===== src/design/bec_pkg.sv =====
// Package for the button event classifier.
// Holds widths, register indexes, event codes and the queued event record.
// No dependencies.
package bec_pkg;

	localparam int NUM_BUTTONS = 10;
	localparam int IDX_W       = 4;
	localparam int CNT_W       = 16;
	localparam int CFG_IDX_W   = 3;
	localparam int CFG_DATA_W  = 16;
	localparam int QDEPTH      = 4;
	localparam int QPTR_W      = 2;
	localparam int QCNT_W      = 3;

	localparam logic [CNT_W-1:0] HOLD_MAX = {CNT_W{1'b1}};

	localparam logic [NUM_BUTTONS-1:0] RST_ENABLE      = '0;
	localparam logic [NUM_BUTTONS-1:0] RST_ACTIVE_HIGH = '1;
	localparam logic [CNT_W-1:0]       RST_SHORT_TH    = 16'd2;
	localparam logic [CNT_W-1:0]       RST_LONG_TH     = 16'd100;
	localparam logic [CNT_W-1:0]       RST_REPEAT_TH   = 16'd150;
	localparam logic [CNT_W-1:0]       RST_PERIOD      = 16'd10;

	typedef enum logic [CFG_IDX_W-1:0] {
		REG_ENABLE_MASK,
		REG_ACTIVE_HIGH_MASK,
		REG_SHORT_TH,
		REG_LONG_TH,
		REG_REPEAT_TH,
		REG_REPEAT_PERIOD
	} cfg_reg_t;

	typedef enum logic [1:0] {
		EV_PRESS,
		EV_RELEASE,
		EV_SHORT,
		EV_LONG
	} event_code_t;

	typedef struct packed {
		logic [IDX_W-1:0] button;
		event_code_t      code;
		logic             last;
	} bec_event_t;

endpackage


===== src/design/bec_channels_if.sv =====
// Handshake channels of the button event classifier: sample in, event out,
// configuration write. Depends on bec_pkg.
interface bec_sample_if;
	logic                       valid;
	logic                       ready;
	logic [bec_pkg::IDX_W-1:0]  button_index;
	logic                       raw_level;

	modport source (output valid, output button_index, output raw_level, input ready);
	modport sink   (input valid, input button_index, input raw_level, output ready);
endinterface

interface bec_result_if;
	logic                       valid;
	logic                       ready;
	logic [bec_pkg::IDX_W-1:0]  source_button;
	logic [1:0]                 event_code;
	logic                       last_of_run;

	modport source (output valid, output source_button, output event_code,
		output last_of_run, input ready);
	modport sink   (input valid, input source_button, input event_code,
		input last_of_run, output ready);
endinterface

interface bec_cfg_if;
	logic                            valid;
	logic                            ready;
	logic [bec_pkg::CFG_IDX_W-1:0]   index;
	logic [bec_pkg::CFG_DATA_W-1:0]  data;

	modport source (output valid, output index, output data, input ready);
	modport sink   (input valid, input index, input data, output ready);
endinterface


===== src/design/button_event_classifier.sv =====
// Button event classifier top level: per-button press, release, short, long
// and auto-repeat detection. Depends on bec_pkg and bec_channels_if.
//
// Flow: a sample is registered on transfer; its events are written into the result
// queue once it has room for both, and the first is offered as soon as it is queued.
// Throughput: one sample per cycle while the result queue has room for two events;
// a sample writes both of its events at once, but the single-read queue drains them singly.
// Reset: registers take their default values, button state clears, queue empties.
module button_event_classifier (
	input  logic      clk,
	input  logic      arst_n,
	bec_sample_if.sink   sample,
	bec_result_if.source result,
	bec_cfg_if.sink      cfg
);
	import bec_pkg::*;

	// configuration
	logic [NUM_BUTTONS-1:0] enable_q;
	logic [NUM_BUTTONS-1:0] active_high_q;
	logic [CNT_W-1:0]       short_th_q;
	logic [CNT_W-1:0]       long_th_q;
	logic [CNT_W-1:0]       repeat_th_q;
	logic [CNT_W-1:0]       period_q;

	// input stage
	logic             valid_s1;
	logic [IDX_W-1:0] idx_s1;
	logic             level_s1;

	// per-button state
	logic             prev_q  [NUM_BUTTONS];
	logic [CNT_W-1:0] hold_q  [NUM_BUTTONS];
	logic [CNT_W-1:0] phase_q [NUM_BUTTONS];

	// result queue
	bec_event_t        q_mem [QDEPTH];
	logic [QPTR_W-1:0] wr_ptr_q;
	logic [QPTR_W-1:0] rd_ptr_q;
	logic [QCNT_W-1:0] count_q;

	logic             fire_s1;
	logic             in_range;
	logic             btn_ok;
	logic             pressed;
	logic             prev_cur;
	logic [CNT_W-1:0] hold_cur;
	logic [CNT_W-1:0] phase_cur;
	logic [CNT_W-1:0] hold_inc;
	logic             advanced;
	logic [CNT_W:0]   ph_sum;
	logic [CNT_W-1:0] period_eff;
	logic [CNT_W-1:0] ph_next;
	logic             repeat_ev;
	logic             long_ev;
	logic             short_ev;
	logic             upd;
	logic             new_prev;
	logic [CNT_W-1:0] new_hold;
	logic [CNT_W-1:0] new_phase;
	logic [1:0]       n_ev;
	event_code_t      code0;
	event_code_t      code1;
	bec_event_t       ev0;
	bec_event_t       ev1;
	logic             pop;
	logic [1:0]       push_n;

	assign cfg.ready = 1'b1;

	always_ff @(posedge clk or negedge arst_n) begin
		if (!arst_n) begin
			enable_q      <= RST_ENABLE;
			active_high_q <= RST_ACTIVE_HIGH;
			short_th_q    <= RST_SHORT_TH;
			long_th_q     <= RST_LONG_TH;
			repeat_th_q   <= RST_REPEAT_TH;
			period_q      <= RST_PERIOD;
		end else if (cfg.valid) begin
			unique case (cfg.index)
				REG_ENABLE_MASK:      enable_q      <= cfg.data[NUM_BUTTONS-1:0];
				REG_ACTIVE_HIGH_MASK: active_high_q <= cfg.data[NUM_BUTTONS-1:0];
				REG_SHORT_TH:         short_th_q    <= cfg.data;
				REG_LONG_TH:          long_th_q     <= cfg.data;
				REG_REPEAT_TH:        repeat_th_q   <= cfg.data;
				REG_REPEAT_PERIOD:    period_q      <= cfg.data;
				default: ;
			endcase
		end
	end

	// hold a sample until the queue has room for both of its events
	assign fire_s1      = valid_s1 && (count_q <= QCNT_W'(QDEPTH - 2));
	assign sample.ready = !valid_s1 || fire_s1;

	always_ff @(posedge clk or negedge arst_n) begin
		if (!arst_n) begin
			valid_s1 <= 1'b0;
		end else if (sample.ready) begin
			valid_s1 <= sample.valid;
		end
	end

	always_ff @(posedge clk) begin
		if (sample.valid && sample.ready) begin
			idx_s1   <= sample.button_index;
			level_s1 <= sample.raw_level;
		end
	end

	always_comb begin
		in_range  = idx_s1 < IDX_W'(NUM_BUTTONS);
		btn_ok    = in_range ? enable_q[idx_s1] : 1'b0;
		pressed   = in_range ? (level_s1 == active_high_q[idx_s1]) : 1'b0;
		prev_cur  = in_range ? prev_q[idx_s1] : 1'b0;
		hold_cur  = in_range ? hold_q[idx_s1] : '0;
		phase_cur = in_range ? phase_q[idx_s1] : '0;

		advanced   = hold_cur != HOLD_MAX;
		hold_inc   = advanced ? hold_cur + CNT_W'(1) : hold_cur;
		period_eff = (period_q == '0) ? CNT_W'(1) : period_q;
		ph_sum     = {1'b0, phase_cur} + (CNT_W+1)'(1);
		ph_next    = (ph_sum >= {1'b0, period_eff}) ? '0 : ph_sum[CNT_W-1:0];
		repeat_ev  = (hold_inc > repeat_th_q) && (ph_next == '0);
		long_ev    = advanced && ({1'b0, hold_inc} == ({1'b0, long_th_q} + (CNT_W+1)'(1)));
		short_ev   = (hold_cur > short_th_q) && (hold_cur < long_th_q);

		new_prev  = pressed;
		new_hold  = '0;
		new_phase = '0;
		n_ev      = 2'd0;
		code0     = EV_PRESS;
		code1     = EV_LONG;
		if (pressed != prev_cur) begin
			if (pressed) begin
				n_ev = 2'd1;
			end else begin
				code0 = EV_RELEASE;
				code1 = EV_SHORT;
				n_ev  = short_ev ? 2'd2 : 2'd1;
			end
		end else if (pressed) begin
			new_hold  = hold_inc;
			new_phase = ph_next;
			if (repeat_ev && long_ev) begin
				n_ev = 2'd2;
			end else if (repeat_ev) begin
				n_ev = 2'd1;
			end else if (long_ev) begin
				code0 = EV_LONG;
				n_ev  = 2'd1;
			end
		end

		upd    = fire_s1 && btn_ok;
		push_n = upd ? n_ev : 2'd0;
		ev0    = '{button: idx_s1, code: code0, last: (n_ev == 2'd1)};
		ev1    = '{button: idx_s1, code: code1, last: 1'b1};
	end

	always_ff @(posedge clk or negedge arst_n) begin
		if (!arst_n) begin
			for (int i = 0; i < NUM_BUTTONS; i++) begin
				prev_q[i]  <= 1'b0;
				hold_q[i]  <= '0;
				phase_q[i] <= '0;
			end
		end else if (upd) begin
			prev_q[idx_s1]  <= new_prev;
			hold_q[idx_s1]  <= new_hold;
			phase_q[idx_s1] <= new_phase;
		end
	end

	// result queue
	assign pop                  = result.valid && result.ready;
	assign result.valid         = count_q != '0;
	assign result.source_button = q_mem[rd_ptr_q].button;
	assign result.event_code    = q_mem[rd_ptr_q].code;
	assign result.last_of_run   = q_mem[rd_ptr_q].last;

	always_ff @(posedge clk) begin
		if (push_n != 2'd0) begin
			q_mem[wr_ptr_q] <= ev0;
		end
		if (push_n == 2'd2) begin
			q_mem[wr_ptr_q + QPTR_W'(1)] <= ev1;
		end
	end

	always_ff @(posedge clk or negedge arst_n) begin
		if (!arst_n) begin
			wr_ptr_q <= '0;
			rd_ptr_q <= '0;
			count_q  <= '0;
		end else begin
			wr_ptr_q <= wr_ptr_q + QPTR_W'(push_n);
			if (pop) begin
				rd_ptr_q <= rd_ptr_q + QPTR_W'(1);
			end
			count_q <= count_q + QCNT_W'(push_n) - QCNT_W'(pop);
		end
	end

endmodule

===== src/flat_wrapper.sv =====
// flat-port wrapper written by rule: the top's interface ports become plain ports
module button_event_classifier_flat import bec_pkg::*;
  (clk, arst_n, sample_valid, sample_button_index, sample_raw_level, sample_ready, result_valid, result_source_button, result_event_code, result_last_of_run, result_ready, cfg_valid, cfg_index, cfg_data, cfg_ready);
  bec_sample_if sample_i ();
  bec_result_if result_i ();
  bec_cfg_if cfg_i ();
  input  logic clk;
  input  logic arst_n;
  input wire logic [$bits(sample_i.valid)-1:0] sample_valid;
  input wire logic [$bits(sample_i.button_index)-1:0] sample_button_index;
  input wire logic [$bits(sample_i.raw_level)-1:0] sample_raw_level;
  output wire logic [$bits(sample_i.ready)-1:0] sample_ready;
  output wire logic [$bits(result_i.valid)-1:0] result_valid;
  output wire logic [$bits(result_i.source_button)-1:0] result_source_button;
  output wire logic [$bits(result_i.event_code)-1:0] result_event_code;
  output wire logic [$bits(result_i.last_of_run)-1:0] result_last_of_run;
  input wire logic [$bits(result_i.ready)-1:0] result_ready;
  input wire logic [$bits(cfg_i.valid)-1:0] cfg_valid;
  input wire logic [$bits(cfg_i.index)-1:0] cfg_index;
  input wire logic [$bits(cfg_i.data)-1:0] cfg_data;
  output wire logic [$bits(cfg_i.ready)-1:0] cfg_ready;
  assign sample_i.valid = sample_valid;
  assign sample_i.button_index = sample_button_index;
  assign sample_i.raw_level = sample_raw_level;
  assign sample_ready = sample_i.ready;
  assign result_valid = result_i.valid;
  assign result_source_button = result_i.source_button;
  assign result_event_code = result_i.event_code;
  assign result_last_of_run = result_i.last_of_run;
  assign result_i.ready = result_ready;
  assign cfg_i.valid = cfg_valid;
  assign cfg_i.index = cfg_index;
  assign cfg_i.data = cfg_data;
  assign cfg_ready = cfg_i.ready;
  button_event_classifier u_core (.clk(clk), .arst_n(arst_n), .sample(sample_i), .result(result_i), .cfg(cfg_i));
endmodule

===== config.mk =====
export PLATFORM = sky130hd
export DESIGN_NAME = button_event_classifier_flat
export DESIGN_NICKNAME = d
export VERILOG_FILES = /design/src/design/bec_pkg.sv /design/src/design/bec_channels_if.sv /design/src/design/button_event_classifier.sv /design/src/flat_wrapper.sv
export SDC_FILE = /design/constraint.sdc
export NUM_CORES = 1
export LEC_CHECK = 0
export ABC_AREA = 1
export BUFFER_PORTS_ARGS = -buffer_cell sky130_fd_sc_hd__buf_2
export CORE_ASPECT_RATIO = 0.8
export CORE_MARGIN = 2
export CORE_UTILIZATION = 55
export DETAILED_ROUTE_END_ITERATION = 10
export PLACE_DENSITY = 0.74
export SETUP_SLACK_MARGIN = 0.2
export SLEW_MARGIN = 10
export SYNTH_ARGS = -nofsm -noshare
export SYNTH_HDL_FRONTEND = slang
export SYNTH_SLANG_ARGS = --single-unit

===== constraint.sdc =====
create_clock -name clk -period 6.3 [get_ports clk]
set_input_delay 0.315 -clock clk [delete_from_list [all_inputs] [get_ports clk]]
set_output_delay 0.315 -clock clk [all_outputs]
set_load 0.05 [all_outputs]

[Yosys cells after proc, flatten, opt, wreduce, memory -nomap -nowiden]
Memories as Yosys holds them, arrays and structs flattened.
Index checks and enable logic that the tools add are counted.
Storage, ports and cells
  register bits: 427
  memory bits (writable): 28
  input bits: 29
  output and inout port bits: 10
  word-level logic and storage cells: 146
  memories kept: 1
Memory list
  u_core.q_mem: depth 4, bits a word 7, read ports 1, clocked after memory_dff 0, wr ports 2, line button_event_classifier.sv:37  | bec_event_t q_mem [QDEPTH];
Cells by class
  add/sub/neg operators: 8
  $lt $le $gt $ge: 9
  eq/ne operators: 11
  multiplexer cells: 52
  bitwise operators: 1
  reduce and logical (&&, ||, !) cells: 22
Operators by type and width (number)
  bitwise mux 160 bit: 2
  two-way mux 16 bit: 14
  binary-select mux 16 bit (select 4 bit): 2
  demux 16 bit (select 4 bit): 1
  adder 16 x 1 -> 17 bit (second input constant): 2
  > comparator 16 bit: 2
  zero test 16 bit: 2
  two-way mux 2 bit: 13
  equality test 16 x 17 -> 1 bit: 1
  >= comparator 17 x 16 -> 1 bit: 1
  adder 16 x 1 -> 16 bit (second input constant): 1
  less-than comparator 16 bit: 1
  inequality test 16 bit (second input constant): 1
  two-way mux 1 bit: 15
  binary-select mux 1 bit (select 4 bit): 3
  AND reduction 2 bit: 6
  bitwise mux 10 bit: 1
  logical AND 1 bit: 9
  equality test 3 x 2 -> 1 bit (second input constant): 2
  equality test 3 bit (second input constant): 2
  >= comparator 5 bit (second input constant): 1
  less-than comparator 4 x 5 -> 1 bit (second input constant): 1
  less-than comparator 5 x 1 -> 1 bit (second input constant): 1
  inverter 4 -> 5 bit: 1
  other kinds (17): 18

[Logic depth before layout (Yosys ltp)]
  depth after elaboration: 18
  depth in mapped cells: 44
  mapped depth without buffers: 40

[Worst setup path before layout]
No wires, ideal clock.
  kind: register to register
  from: register u_core.idx_s1[0]
  to: register u_core.count_q[2]
  setup time: 129 ps
  arrival: 5353 ps
  data required time: 6171 ps
  slack: 818 ps
  stages on the path, launching flop included: 38
  path buffers: 3
  period minus slack after synthesis: 5482 ps
  cells stage by stage: edfxtp_1 nor2_4 buf_2 buf_1 nand2_1 a41oi_1 nor2_2 inv_1 ha_1 inv_1 nor2_2 nand2_1 nor2_1 xor2_1 ha_1 a21oi_1 nor2_1 a211oi_1 (+2 left out) nand2_1 nand2_1 nand2_1 nor2_4 buf_4 o21ai_0 nand2_1 inv_1 nand3_1 ha_1 o21ai_0 nand3_1 inv_1 ha_1 inv_1 fa_1 xnor2_1 xor2_1
Between the ends
  cells in the longest elaborated chain, start to end: 17
  elaborated cells between the ends (all ways): 48
  those cells by class: 4 x add/sub; 5 x order compare; 4 x eq/ne; 28 x mux; 1 x bitwise; 6 x reduce/logical
RTL lines
  start: declaration: line button_event_classifier.sv:28  | logic [IDX_W-1:0] idx_s1;
  start signal: assignment: line button_event_classifier.sv:106  | idx_s1 <= sample.button_index;
  inverter 4 -> 5 bit (implied by the code): line button_event_classifier.sv:115, button_event_classifier.sv:116, button_event_classifier.sv:117
  binary-select mux 16 bit (select 4 bit), on equally long branches: line button_event_classifier.sv:117, button_event_classifier.sv:116
  two-way mux 16 bit, on equally long branches (3 in a row): line button_event_classifier.sv:117, button_event_classifier.sv:116
  adder 16 x 1 -> 17 bit (tied with other cells): line button_event_classifier.sv:122  | ph_sum = {1'b0, phase_cur} + (CNT_W+1)'(1);
  >= comparator 17 x 16 -> 1 bit / two-way mux 16 bit (equally long branches): line button_event_classifier.sv:123, button_event_classifier.sv:120
  two-way mux 16 bit / equality test 16 x 17 -> 1 bit (equally long branches): line button_event_classifier.sv:123, button_event_classifier.sv:125
  zero test 16 bit / logical AND 1 bit (equally long branches): line button_event_classifier.sv:124, button_event_classifier.sv:125
  logical AND 1 bit / two-way mux 1 bit (equally long branches): line button_event_classifier.sv:124, button_event_classifier.sv:149
  two-way mux 2 bit / logical AND 1 bit (equally long branches): line button_event_classifier.sv:147, button_event_classifier.sv:145
  two-way mux 2 bit: line button_event_classifier.sv:145  | if (repeat_ev && long_ev) begin
  two-way mux 2 bit: line button_event_classifier.sv:142  | end else if (pressed) begin
  two-way mux 2 bit: line button_event_classifier.sv:134  | if (pressed != prev_cur) begin
  two-way mux 2 bit (*): line button_event_classifier.sv:156  | push_n = upd ? n_ev : 2'd0;
  adder 3 x 2 -> 3 bit (*): line button_event_classifier.sv:201  | count_q <= count_q + QCNT_W'(push_n) - QCNT_W'(pop);
  subtractor 3 x 1 -> 3 bit (*): line button_event_classifier.sv:201
  end signal: assignment: line button_event_classifier.sv:201
  end: declaration: line button_event_classifier.sv:40  | logic [QCNT_W-1:0] count_q;
Mark *: on every way between the ends. The rest lies on a longest branch, timed or not. The select of a mux whose other input is x is not followed.
A chain may end at the register's enable or synchronous reset.

[Final worst setup path]
  from: register u_core.idx_s1[1]
  to: register u_core.count_q[2]
Same word-level chain as after synthesis.

==> metrics.md <==
| Metric | Value |
|---|---|
| Outcome | finished clean |
| Post-synth ARST share | 0.927 |
| Slowest stage delay, CP | 510 ps |
| Cell Rows | 66 |
| Routed WL per cell | 19.1 microns |
| CORE AREA | 40900 sq um |
| Most common cell on crit path | nand2_1 |
| Critical Path Fanout Max | 12 |
| Clock share of power | 0.378 |
| Net Sw Frac | 0.314 |
| CP max stage cell | edfxtp_1 |
| Later-pin clock latency in the skew report | 590 ps |
| First-pass GRT wire length | 105000 microns |
| IO Pins | 39 |
| Setup violations, final | 0 |
| Clock tree buffer depth | 3 |
| CTS sink count | 455 |
| Initial core utilization | 0.560 |
| Max Transition Viols Final | 0 |
| Leakage | 12.3 nW |
| Register bit total from synthesis | 455 |
| DR iter-0 viols | 2477 |
| Die area | 43200 sq um |
| Router iterations before antenna repair | 6 |
| Crit path DAT | 6380 ps |
| Syn Std Cell Area | 22900 sq um |
| R2r setup slk | 430 ps |
| Req. time, crit path | 6810 ps |
| DR vias/cell | 5.76 |
| Sw power | 0.00249 W |
| Seq/Total Area, Yosys | 0.503 |
| Number of remaining DRC errors | 0 |
| Achievable Freq | 170 MHz |
| EDFF count, synth | 25 |
| MaxCap Viol Count | 0 |
| Fillers | 3490 |
| Setup crit end kind | register |
| Pin count of the biggest net entering global routing | 139 |
| Syn avg cell area | 8.01 sq um |
| Top_reg_cell synth | dfrtp_1 |
| Grt total ovfl | 0 |
| Min Tclk post-route | 5870 ps |
| Cells after Synth | 2855 |
| Flop pwr share | 0.418 |
| Share of layout cells above drive strength 1 | 0.118 |
| Routed via count | 20122 |
| RePlAce Congestion | 0.986 |
| Num CTS Buffers | 46 |
| Worst-path clk slew | 60 ps |
| Vias in the first global route | 18830 |
| Slew margin rel. | 0.194 |
| Yosys warnings | 0 |
| Die width | 232 microns |
| Final Cell Area | 26100 sq um |
| ANT cells | 0 |
| TritonCTS clock tree | yes |
| Combinational power share | 0.203 |
| Final wirelength | 66700 microns |
| Die Y | 186 microns |
| Area Growth Syn to Fin | 14.1% |
| Total nets after synthesis | 2958 |
| Final period util | 0.932 |
| CTS H-tree lvls | 2 |
| Setup CP Type | register to register |
| PwrDens | 304 nW/um^2 |
| Number of I/O port buffers | 37 |
| Worst VDD drop | 0.220 mV |
| Worst min-delay path category | input port to register |
| CP Launch Type | register |
| GR Util All Layers | 0.308 |
| Routed Antenna Nets | 0 |
| Library cells used by synthesis | 49 |
| Total Neg Setup Slack | 0 ps |
| Measured slew at the worst slew-check pin | 1210 ps |
| Dpl cell area | 23700 sq um |
| Internal Pwr Total | 0.00544 W |
| Final nets | 3013 |
| Layout Skew | 21.4 ps |
| CTS root buf | clkbuf_16 |
| Initial antenna violation count | 2 |
| RSZ-0062 raised after global routing | no |
| Fin. Hold Viols | 0 |
| Hpwl dp | 44100 microns |
## state kept, by name (all words and copies together), names as in the netlist
signal	cells
u_core.phase_q	160
u_core.q_mem	28
u_core.rd_ptr_q	2
u_core.enable_q	10
u_core.period_q	16
u_core.count_q	3
u_core.level_s1	1
u_core.active_high_q	10
u_core.long_th_q	16
u_core.wr_ptr_q	2
u_core.idx_s1	4
u_core.repeat_th_q	16
u_core.prev_q	10
u_core.short_th_q	16
u_core.valid_s1	1
u_core.hold_q	160
## Yosys cell counts (11+ instances only)
master    number  area share
a21oi_1       61       0.013
a22oi_1       37       0.012
buf_2         20      0.0044
buf_4         13      0.0043
clkbuf_1      91       0.015
dfrtp_1      402        0.44
dfstp_2       20       0.023
edfxtp_1      25       0.033
ha_1          73       0.040
inv_1        164       0.027
nand2_1     1054        0.17
nand3_1      106       0.023
nand3_2       11      0.0048
nand4_1       47       0.013
nor2_1       125       0.021
o21ai_0      363       0.079
o21ai_1       94       0.021
xnor2_1       11      0.0042
xor2_1        27       0.010
## cell families (layout without fill, tap and decap cells)
| logic type | count (synthesis) | count (layout) | share of synthesized area |
|---|---|---|---|
| simple gates | 1388 | 1388 | 0.248 |
| buf+inv | 318 | 411 | 0.0584 |
| other cells | 1 | 1 | 0.000164 |
| fa+ha+maj | 74 | 74 | 0.0408 |
| xor+xnor | 41 | 41 | 0.0167 |
| flops | 455 | 455 | 0.503 |
| compound gates | 578 | 578 | 0.133 |
## placed cells by master (no fill, tap or decap), types with 8 or more instances in the layout
cell type,count
nor2_2,18
buf_12,10
clkbuf_16,50
nor2_4,11
o21ai_1,94
nand4_1,47
nand2_2,14
o21ai_0,361
xor2_1,25
nand2_1,1048
clkbuf_8,8
buf_4,84
nand3_2,30
nand3_1,86
inv_2,16
dfrtp_1,402
buf_2,36
bufinv_16,8
edfxtp_1,25
nor2_1,111
inv_1,159
ha_1,70
clkinv_2,10
nand3b_1,9
a22oi_1,37
dfstp_2,20
a21oi_1,60
dfxtp_1,8
xnor2_1,9
## metal layers
metal	routed length, microns	vias up	track usage	part of all wire
li1	-	9439	-	-
met1	30800	9715	0.475	0.46
met2	28500	851	0.441	0.43
met3	5970	117	0.0605	0.090
met4	1440	0	0.0833	0.022
met5	0	-	0	0
## worst max-delay path: cells and delay by family, from the launching register on
kind	cells	cell delay (ps)
adder cells (fa/ha/maj)	4	1090
AO/OA/AOI/OAI	1	120
flip-flops	1	510
AND/OR/NAND/NOR	20	2580
XOR/XNOR	3	630
buffers and inverters	5	830
## metrics by stage
stage               hold WS (ps)  setup WS, ps   util  std cells  total power, W
CTS                         64.3           208  0.624       3465         0.00784
floorplan                   19.4           818      -       2855         0.00431
global route                 110           165  0.638       3492         0.00825
global placement             441           109  0.581       3366         0.00479
finish                      80.0           428  0.638       3492         0.00793
detailed placement           440          69.8  0.581       3366         0.00483
## power groups by stage
stage / registers (W) / logic, W / clock network, W
global route: 0.00334 / 0.00175 / 0.00316
CTS: 0.00331 / 0.00149 / 0.00304
floorplan: 0.00331 / 0.00100 / 0
finish: 0.00331 / 0.00161 / 0.00300
global placement: 0.00336 / 0.00143 / 0
detailed placement: 0.00337 / 0.00146 / 0
## worst paths after layout
check,start,cells after the start,endpoint
worst min register to register,u_core.q_mem[1][0],2,u_core.q_mem[1][0]
worst max-delay path,u_core.idx_s1[1],33,u_core.count_q[2]
worst max register to register,u_core.idx_s1[1],33,u_core.count_q[2]
max in group asynchronous,arst_n,3,u_core.prev_q[3]
worst min-delay path,cfg_data[14],3,u_core.period_q[14]
min in group asynchronous,arst_n,2,u_core.phase_q[125]
## layout make-up
| cell class | count | area, sq um | share of cell area |
|---|---|---|---|
| flip-flops and latches | 455 | 11500 | 0.441 |
| multi-input cells | 2082 | 10300 | 0.396 |
| clock buffers | 59 | 1300 | 0.0499 |
| well taps | 544 | 681 | 0.0261 |
| repair buffers | 147 | 1250 | 0.0478 |
| inverters | 178 | 678 | 0.0260 |
| clock inverters | 27 | 363 | 0.0139 |
## repair_timing
item	CTS	global route
endpoints found under the setup margin	22	51
pin swaps	1	13
endpoints found under the hold margin	126	0
buffers inserted	6	24
gates cloned	0	3
hold buffers	7	0
gates resized for setup	3	69
Note: power is estimated with default switching activity, not from simulation.
